File: src/rtl/tvs_ram.sv
module tvs_ram #(
  parameter int WIDTH = 48,
  parameter int DEPTH = 20
) (
  input  logic                     clk,
  input  logic                     we,
  input  logic [$clog2(DEPTH)-1:0] waddr,
  input  logic [WIDTH-1:0]         wdata,
  input  logic                     re,
  input  logic [$clog2(DEPTH)-1:0] raddr,
  output logic [WIDTH-1:0]         rdata
);

  logic [WIDTH-1:0] mem [DEPTH];

  always_ff @(posedge clk) begin
    if (we) begin
      mem[waddr] <= wdata;
    end
    if (re) begin
      rdata <= mem[raddr];
    end
  end

endmodule

File: config.mk
export PLATFORM = sky130hd
export DESIGN_NAME = tvs_ram
export DESIGN_NICKNAME = d
export VERILOG_FILES = /design/src/rtl/tvs_ram.sv
export SDC_FILE = /design/constraint.sdc
export NUM_CORES = 1
export LEC_CHECK = 0
export BUFFER_PORTS_ARGS = -buffer_cell sky130_fd_sc_hd__buf_2
export CAP_MARGIN = 40
export CORE_ASPECT_RATIO = 0.9
export CORE_MARGIN = 2
export CORE_UTILIZATION = 45
export CTS_BUF_LIST = sky130_fd_sc_hd__clkbuf_16
export CTS_CLUSTER_DIAMETER = 100
export DETAILED_ROUTE_END_ITERATION = 8
export PLACE_DENSITY_LB_ADDON = 0.1
export SETUP_SLACK_MARGIN = 0.05
export SYNTH_ARGS = -nofsm -noshare
export SYNTH_HDL_FRONTEND = slang
export SYNTH_SLANG_ARGS = --single-unit
File: constraint.sdc
create_clock -name clk -period 4.8 [get_ports clk]
set_input_delay 0.48 -clock clk [delete_from_list [all_inputs] [get_ports clk]]
set_output_delay 0.48 -clock clk [all_outputs]
set_load 0.02 [all_outputs]
==> metrics.txt <==
fin crit share 0.476; Post-Syn Instances 2,021; GP Congestion 0.739; Hold Crit Endpoint mem[2][35]; Synth area leaders edfxtp_1 (79%), mux2i_1 (9.0%), mux4_2 (2.8%); worst hold path class in -> reg; vias per cell between 5 and 6; Total Nets Final about 2,300; Max transition margin 0.401; Slew @ Worst Pin between 0.8 and 0.9 ns; clock share of power 0.413; Peak Freq 437 MHz; VDD IR-drop max 0.000322 V; nature of the critical path endpoint flop; total chip power 18.3 mW; hold violation count in the final report 0; leakage 15.0 nW; die area about 0.088 sq mm; Primary FF master, synth edfxtp_1; number of distinct library cells after synthesis 33; largest net degree at the start of global routing between 80 and 90; R2R depth 3; Layout fillers 6,788; Area Growth Syn to Fin 15.0%; vias in the first global route between 15,000 and 20,000; hold_sp wdata[35]; Routed Antenna Nets 0; worst hold slack approximately 0.22 ns; Synth warnings 0; Seq cells post-synth 1,008; Sw Share 0.208; CTS tree done; GRT met1 Usage 0.290; H-tree levels 3; I/O pin count ~110; Core Util, Final 0.523; CTS buffer count a little over 100; Total Routing Usage GR 0.211; arrival time of the worst setup path ~2.7 ns; Yosys top cell by area edfxtp_1; DRC violation count after routing 0; Clock Latency Late Sink 0.65 ns; CP Data Required Time approximately 5.2 ns; antenna violations before repair 8; Starting Density 0.454; cell row count 101; crit path kind in -> reg; FF-to-FF Start mem[7][33]; clk sinks 1,008; CTS clk-pin slew, worst paths 0.06 ns; area share of the largest cell type after synthesis 0.789; worst reg-to-reg setup slack around 3 ns; wire per inst 27.1 um; hold path cells 1; global-route wire length before repair between 100 and 150 mm; Worst Path Max Fanout 47; post-synthesis sequential area ratio 0.789; Clock Skew between 0.015 and 0.02 ns; Bufs on Longest Clock Path 3; # Max-Cap Violations 0; hold_buf cts 0; CTS resizes 0; setup bufs post-CTS 0; First-pass DRT Iterations 5; Post-synth EDFFs just over 1,000; FF-to-FF End rdata[33]; status finished clean; met3 Use GR 0.0360; syn nets roughly 2,100; Final Slew Violations 0; count of buffers from port buffering 108; Clock Tree Root clkbuf_16; Post-Syn Area per Cell between 15 and 20 sq um; Core Area 0.0844 sq mm; internal power roughly 15 mW; die width roughly 310 um; drt first-iter violations 1,495; Multi-input gate area 0.00773 sq mm; setup TNS 0 ns; Routed WL between 90 and 100 mm; combinational power share 0.048; DPL Wire Length about 50 mm; Reg area roughly 0.03 sq mm; layer with the highest usage met2; M2 GR Usage 0.352; Power Density around 420 mW/mm^2; Worst Setup Start Kind input pin; vias between 15,000 and 20,000; Period minus WS final 2.29 ns; ys async rst share 0; Net Sw Power approximately 3.8 mW; GRT overflow 0; Synth Cell Area between 0.03 and 0.04 sq mm; share of cells above drive strength 1 0.190; Die Ht 281 um; Final setup viols 0; RSZ-0062 raised after global routing false; Reg power frac 0.539
per-stage QoR:
| step | cell area [sq um] | worst slack (ns) | cells |
|---|---|---|---|
| final | 44100 | 2.51 | 3405 |
| after global routing | 44100 | 2.41 | 3404 |
| after CTS | 44100 | 2.46 | 3404 |
| after detailed placement | 41000 | 1.77 | 3224 |
| after global placement | 40500 | 1.79 | 3206 |
| after floorplan | 38400 | 1.30 | 2021 |
worst max-delay path, cell delays in order:
cell,delay (ns)
buf_4,0.48
nand2b_4,0.82
o22ai_1,0.13
a2111oi_0,0.59
nand2_1,0.12
how the worst max path moves through the flow:
stage | start | endpoint | depth (start not counted)
after global routing | raddr[1] | rdata[33] | 5
after global placement | raddr[1] | rdata[32] | 5
final | raddr[1] | rdata[33] | 5
after detailed placement | raddr[1] | rdata[33] | 5
after floorplan | waddr[1] | mem[12][0] | 2
after CTS | raddr[1] | rdata[33] | 5
power by group through the flow:
stage | Combinational (mW) | Clock (mW) | Sequential (mW)
global route | 0.949 | 8.05 | 9.89
floorplan | 0.454 | 0 | 10.1
CTS | 0.894 | 7.72 | 9.88
global placement | 0.860 | 0 | 10.1
finish | 0.879 | 7.58 | 9.88
detailed placement | 0.893 | 0 | 10.1
placed cells by master (no fill, tap or decap), drive strengths merged, types with 2 or more instances in the layout:
cell type	netlist	layout
edfxtp	1008	1008
mux2i	346	346
buf	71	176
clkbuf	35	103
nand2	98	98
nand3	86	86
nor2	70	70
a22oi	48	48
a21oi	48	48
mux4	48	48
o22ai	47	47
clkinv	0	42
mux2	38	38
a211oi	37	37
inv	0	24
nor3	11	11
a2111oi	11	11
bufinv	0	10
nand3b	4	4
or3b	3	3
nor2b	2	2
synthesized netlist by cell type, drive strengths merged (2+ instances only):
master   instances
a211oi          37
nand2           98
buf             71
a22oi           48
clkbuf          35
edfxtp        1008
nand3           86
nor2b            2
o22ai           47
mux2i          346
nor3            11
mux4            48
a21oi           48
a2111oi         11
nor2            70
mux2            38
or3b             3
nand3b           4
final cells by class:
type,instances,share of cell area
Antenna cell,1,0.0000567
Clock buffer,103,0.0584
Clock inverter,77,0.0134
Multi-Input combinational cell,907,0.175
Sequential cell,1008,0.686
Tap cell,1133,0.0321
Timing Repair Buffer,176,0.0349
per-layer routing:
metal | vias up | part of all wire
met3 | 155 | 0.051
li1 | 8488 | -
met4 | 8 | 0.022
met1 | 10077 | 0.44
met2 | 519 | 0.49
met5 | - | 0.00060
flip-flops by register name, indices dropped and copies added (netlist names):
| register | flops |
|---|---|
| mem | 960 |
| rdata | 48 |
cells by family after synthesis:
| group | after synthesis | synth area share |
|---|---|---|
| flip-flops | 1008 | 0.789 |
| multiplexers | 432 | 0.130 |
| AND/OR/NAND/NOR | 283 | 0.0327 |
| AO/OA/AOI/OAI | 192 | 0.0336 |
| buffers and inverters | 106 | 0.0149 |
Power figures use the tool's default switching activity.
