### src/rtl/tvs_pkg.sv
package tvs_pkg;

  // Field widths fixed by the stream format
  localparam int AXIS_W     = 16;
  localparam int NUM_AXES   = 8;
  localparam int BUTTON_W   = 16;
  localparam int AXES_BITS  = NUM_AXES * AXIS_W;
  localparam int IN_DATA_W  = AXES_BITS + BUTTON_W;
  localparam int CMD_LANES  = 3;
  localparam int OUT_DATA_W = CMD_LANES * AXIS_W;

  // Configuration register indexes
  localparam int CFG_ADDR_W = 3;
  localparam logic [CFG_ADDR_W-1:0] CFG_SEL_FWD   = 3'd0;
  localparam logic [CFG_ADDR_W-1:0] CFG_SEL_SIDE  = 3'd1;
  localparam logic [CFG_ADDR_W-1:0] CFG_SEL_TURN  = 3'd2;
  localparam logic [CFG_ADDR_W-1:0] CFG_GAIN_FWD  = 3'd3;
  localparam logic [CFG_ADDR_W-1:0] CFG_GAIN_SIDE = 3'd4;
  localparam logic [CFG_ADDR_W-1:0] CFG_GAIN_TURN = 3'd5;
  localparam logic [CFG_ADDR_W-1:0] CFG_BUTTON    = 3'd6;
  localparam logic [CFG_ADDR_W-1:0] CFG_TIMEOUT   = 3'd7;

  // Register reset values
  localparam logic [2:0]  SEL_FWD_RST   = 3'd1;
  localparam logic [2:0]  SEL_SIDE_RST  = 3'd0;
  localparam logic [2:0]  SEL_TURN_RST  = 3'd2;
  localparam logic [15:0] GAIN_RST      = 16'sd256;
  localparam logic [3:0]  BUTTON_RST    = 4'd5;
  localparam logic [15:0] TIMEOUT_RST   = 16'd250;

  // Item kinds carried in the input tuser
  localparam logic KIND_JOY  = 1'b0;
  localparam logic KIND_TICK = 1'b1;

  // Tick counter saturates here; also its reset (stale) value
  localparam logic [15:0] TICKS_STALE = 16'hFFFF;

  // Control from the top level to each smoothing lane
  typedef struct packed {
    logic adv;   // whole pipeline moves this cycle
    logic push;  // joystick item sits in the history stage
  } lane_ctl_t;

endpackage

### src/rtl/tvs_lane.sv
module tvs_lane #(
  parameter int HISTORY_LEN = 20
) (
  input  logic                               clk,
  input  logic                               rst,
  input  tvs_pkg::lane_ctl_t                 ctl,
  input  logic signed [tvs_pkg::AXIS_W-1:0]  axis,
  input  logic signed [tvs_pkg::AXIS_W-1:0]  gain,
  input  logic signed [tvs_pkg::AXIS_W-1:0]  old_val,
  output logic signed [tvs_pkg::AXIS_W-1:0]  new_val,
  output logic signed [tvs_pkg::AXIS_W-1:0]  avg
);

  localparam int AW    = tvs_pkg::AXIS_W;
  localparam int L_W   = $clog2(HISTORY_LEN);
  localparam int SUM_W = AW + L_W;
  // Reciprocal of the history length: exact floor for |sum| < 2^SUM_W
  localparam int SH    = SUM_W + L_W;
  localparam int M_W   = SUM_W + 2;
  localparam int QP_W  = SUM_W + M_W;
  localparam logic [M_W-1:0] RECIP =
    M_W'(((64'd1 << SH) + 64'(HISTORY_LEN) - 64'd1) / 64'(HISTORY_LEN));

  logic signed [2*AW-1:0]  prod;
  logic signed [AW:0]      q_shift;
  logic signed [SUM_W-1:0] sum;
  logic signed [SUM_W-1:0] sum_next;
  logic [SUM_W-1:0]        mag;
  logic                    neg2;
  logic [QP_W-1:0]         qprod;
  logic                    neg3;
  logic [AW-1:0]           quot;

  // Stage 1: Q1.15 x Q8.8 product
  always_ff @(posedge clk) begin
    if (ctl.adv) begin
      prod <= axis * gain;
    end
  end

  // Floor shift by 15, saturate to 16 bits
  assign q_shift = prod[2*AW-1:AW-1];

  always_comb begin
    if (q_shift[AW] != q_shift[AW-1]) begin
      new_val = q_shift[AW] ? {1'b1, {(AW-1){1'b0}}} : {1'b0, {(AW-1){1'b1}}};
    end else begin
      new_val = q_shift[AW-1:0];
    end
  end

  // Running sum: drop the oldest entry, add the new one
  assign sum_next = sum - SUM_W'(old_val) + SUM_W'(new_val);

  always_ff @(posedge clk) begin
    if (rst) begin
      sum <= '0;
    end else if (ctl.adv && ctl.push) begin
      sum <= sum_next;
    end
  end

  // Stage 2: magnitude and sign of the new sum
  always_ff @(posedge clk) begin
    if (ctl.adv) begin
      neg2 <= sum_next[SUM_W-1];
      mag  <= sum_next[SUM_W-1] ? (SUM_W'(0) - sum_next) : sum_next;
    end
  end

  // Stage 3: multiply by the reciprocal
  always_ff @(posedge clk) begin
    if (ctl.adv) begin
      neg3  <= neg2;
      qprod <= QP_W'(mag) * QP_W'(RECIP);
    end
  end

  // Truncation toward zero: divide the magnitude, then restore sign
  assign quot = qprod[SH +: AW];
  assign avg  = neg3 ? (AW'(0) - quot) : quot;

endmodule

### config.mk
export PLATFORM = sky130hd
export DESIGN_NAME = tvs_lane
export DESIGN_NICKNAME = d
export VERILOG_FILES = /design/src/rtl/tvs_pkg.sv /design/src/rtl/tvs_lane.sv
export SDC_FILE = /design/constraint.sdc
export NUM_CORES = 1
export LEC_CHECK = 0
export BUFFER_PORTS_ARGS = -buffer_cell sky130_fd_sc_hd__buf_2
export CAP_MARGIN = 15
export CELL_PAD_IN_SITES_DETAIL_PLACEMENT = 2
export CELL_PAD_IN_SITES_GLOBAL_PLACEMENT = 2
export CORE_UTILIZATION = 42
export DETAILED_ROUTE_END_ITERATION = 10
export PLACE_DENSITY = 0.82
export SYNTH_ARGS = -nofsm -noshare
export SYNTH_HDL_FRONTEND = slang
export SYNTH_SLANG_ARGS = --single-unit
### constraint.sdc
create_clock -name clk -period 9.3 [get_ports clk]
set_input_delay 2.79 -clock clk [delete_from_list [all_inputs] [get_ports clk]]
set_output_delay 2.79 -clock clk [all_outputs]
set_load 0.02 [all_outputs]
==> run metrics <==
starting density of the core between 40% and 50%; Netlist cell types 73; Hold Crit Depth 0; Fillers ~5,400; Async SR Flop Fraction 0%; Die X roughly 230 µm; period utilization between 90% and 100%; TritonCTS clock tree done; total core area 0.0504 mm²; Rel. slew slack a little over a fifth; wire length per cell 23.6 µm; CTS Hold Buffers Added 0; clock skew 11.6 ps; crit path cell chain buf_2 -> nand2_1 -> fa_1 -> inv_1 -> fa_1 -> inv_1 -> fa_1 -> inv_1 -> fa_1 -> fa_1 -> fa_1 -> ha_1 -> a21o_1 -> a21o_1 -> a21oi_1 -> o21a_1 -> nand2_1 -> a31oi_1 -> o221ai_1 -> a21oi_1 -> xnor2_1; GRT overflow 0; Worst R2R Path Depth 21; synthesized cell area roughly 0.022 mm²; # resized after CTS 0; synthesized instance count around 2,300; syn avg cell area 9.53 µm²; Num Clock Sinks 77; Synth top area share 39.8%; Vert. Die Dim 229 µm; RSZ-0062 raised after global routing no; register area share after synthesis 9.74%; reg2reg setup slack ~1700 ps; worst-path maximum fanout 16; endpoints failing hold 0; first-pass GRT wire length 112 mm; final setup fails 0; routability cong. between 0.8 and 0.9; HP Class flop to flop; Rows 82; Primary FF master, synth edfxtp_1; Seq cells post-synth 77; clock tree root driver cell clkbuf_16; boundary pin count 84; DRT iter0 DRCs roughly 480; post-synth top area cell fa_1; Worst-Skew Late Latency 390 ps; H-tree levels 3; Compound-Gate Fraction of Synth Area 5.88%; Post-DP HPWL 61.1 mm; status complete, no violations; Area Growth Syn to Fin 6.32%; worst hold start neg2$_DFFE_PP_; slowest stage cell, crit path fa_1; Critical Path RT 9440 ps; Max Root-Sink Buffers 2; timing startpoint of the critical path gain[7]; Post-Synth Simple-Gate Area 11.0%; via count 15,800; vias in the first global route 19,800; Max Cap Viol 0; Max Freq 0.111 GHz; Post-synth top cells inv_1, fa_1, ha_1, nand2_1, and2_1; worst setup path class input pin to flop; Vias/cell roughly 5.3; post-synthesis mux area share less than 1%; largest family of logic cells by synthesized area adder cells; largest net degree at the start of global routing 41; slowest stage delay, CP just over 600 ps; buffer count from post-CTS setup fixing 0; worst setup margin just over 300 ps; # port buffers between 80 and 90; CTS Buf Count 9; post-route ant nets 0; number of enable flip-flop cells after synthesis 56; r2r startpoint mag[8]$_DFFE_PP_; synth top area cells fa_1, ha_1, inv_1; Post-Synth XOR/XNOR Area about 3.8%; Hold Path End neg3$_DFFE_PP_; arrival time at the worst endpoint a little over 9000 ps; Inserted Diodes 0; most instantiated library cell after synthesis inv_1; pre-CTS setup slack -45.6 ps; nets 3,094; worst slew pin tran 1170 ps; Final Max Tran Viols 0; reg2reg end qprod[32]$_DFFE_PP_; DIE AREA 0.0523 mm²; min Tclk post-route ~9000 ps; crit-path most repeated cell fa_1; post-synthesis adder-cell area fraction 57.4%; CTS clk-pin slew, worst paths 70 ps; WHS 424 ps; Synth Net Count around 3,000; Yosys warning total 0; Setup crit start kind input pin; layout cells sized above 1 roughly 5.2%; drt drc 0; routed wire length between 70 and 80 mm; initial antenna violation count 0; drt pass-1 iters 5; crit end category flop; All-Layer GR Usage 28.3%
-- cell usage in the layout (no fill, tap or decap), types with 9 or more instances in the layout --
cell       instances
a21o_1            18
buf_2             83
nand2_1          179
edfxtp_1          56
o21ai_0           24
xor2_1            33
nor3_1            12
a21oi_1           78
dfxtp_1           21
and2_1           125
clkbuf_16          9
nand2b_1          11
nor2_1            78
fa_1             429
ha_1             303
a211oi_1          12
nand3_1           21
inv_1            630
xnor2_1           60
-- cell families after synthesis --
family,count (synthesis)
buf+inv,683
xor+xnor,93
flops,77
mux,5
compound gates,197
fa+ha+maj,732
simple gates,477
-- final cells by class --
type	instances	area [µm²]	area share, %
sequential	77	2100	9.16
clock inverter	6	53.8	0.235
clock buffer	10	239	1.04
tap	672	841	3.67
multi-input combinational	1504	16900	73.6
inverter	630	2360	10.3
timing repair buffer	88	453	1.97
-- through the flow --
step	area, µm²	instances	TNS, ps	util [%]
floorplan	21600	2264	0	-
global placement	22600	2971	0	44.9
detailed placement	22600	2971	-45.6	44.9
CTS	22900	2987	0	45.5
global route	22900	2987	0	45.5
finish	22900	2987	0	45.5
-- per-layer routing --
layer | GRT usage, % | up-vias | routed length (µm)
li1 | - | 6966 | -
met1 | 31.6 | 8272 | 27200
met2 | 53.0 | 328 | 37800
met3 | 3.48 | 189 | 1880
met4 | 13.1 | 0 | 3520
met5 | 0 | - | 0
-- worst max path at each step --
stage	to	slack, ps	depth (start not counted)
floorplan	prod[29]$_DFFE_PP_	990	20
global placement	prod[31]$_DFFE_PP_	510	21
detailed placement	prod[29]$_DFFE_PP_	-50	21
CTS	prod[29]$_DFFE_PP_	380	21
global route	prod[29]$_DFFE_PP_	170	21
finish	prod[29]$_DFFE_PP_	300	21
-- flip-flops by register name (all words and copies together) (netlist names) --
signal	cells
neg2	1
mag	21
sum	21
neg3	1
qprod	16
prod	17
-- critical path: cells and delay by family --
family	cells	cell delay (ps)
fa+ha+maj	7	3420
simple gates	2	380
xor+xnor	1	100
buf+inv	4	620
compound gates	7	1820
Power is not shown: default switching activity piles up to over one toggle a cycle in this logic, so the estimate is an artifact.
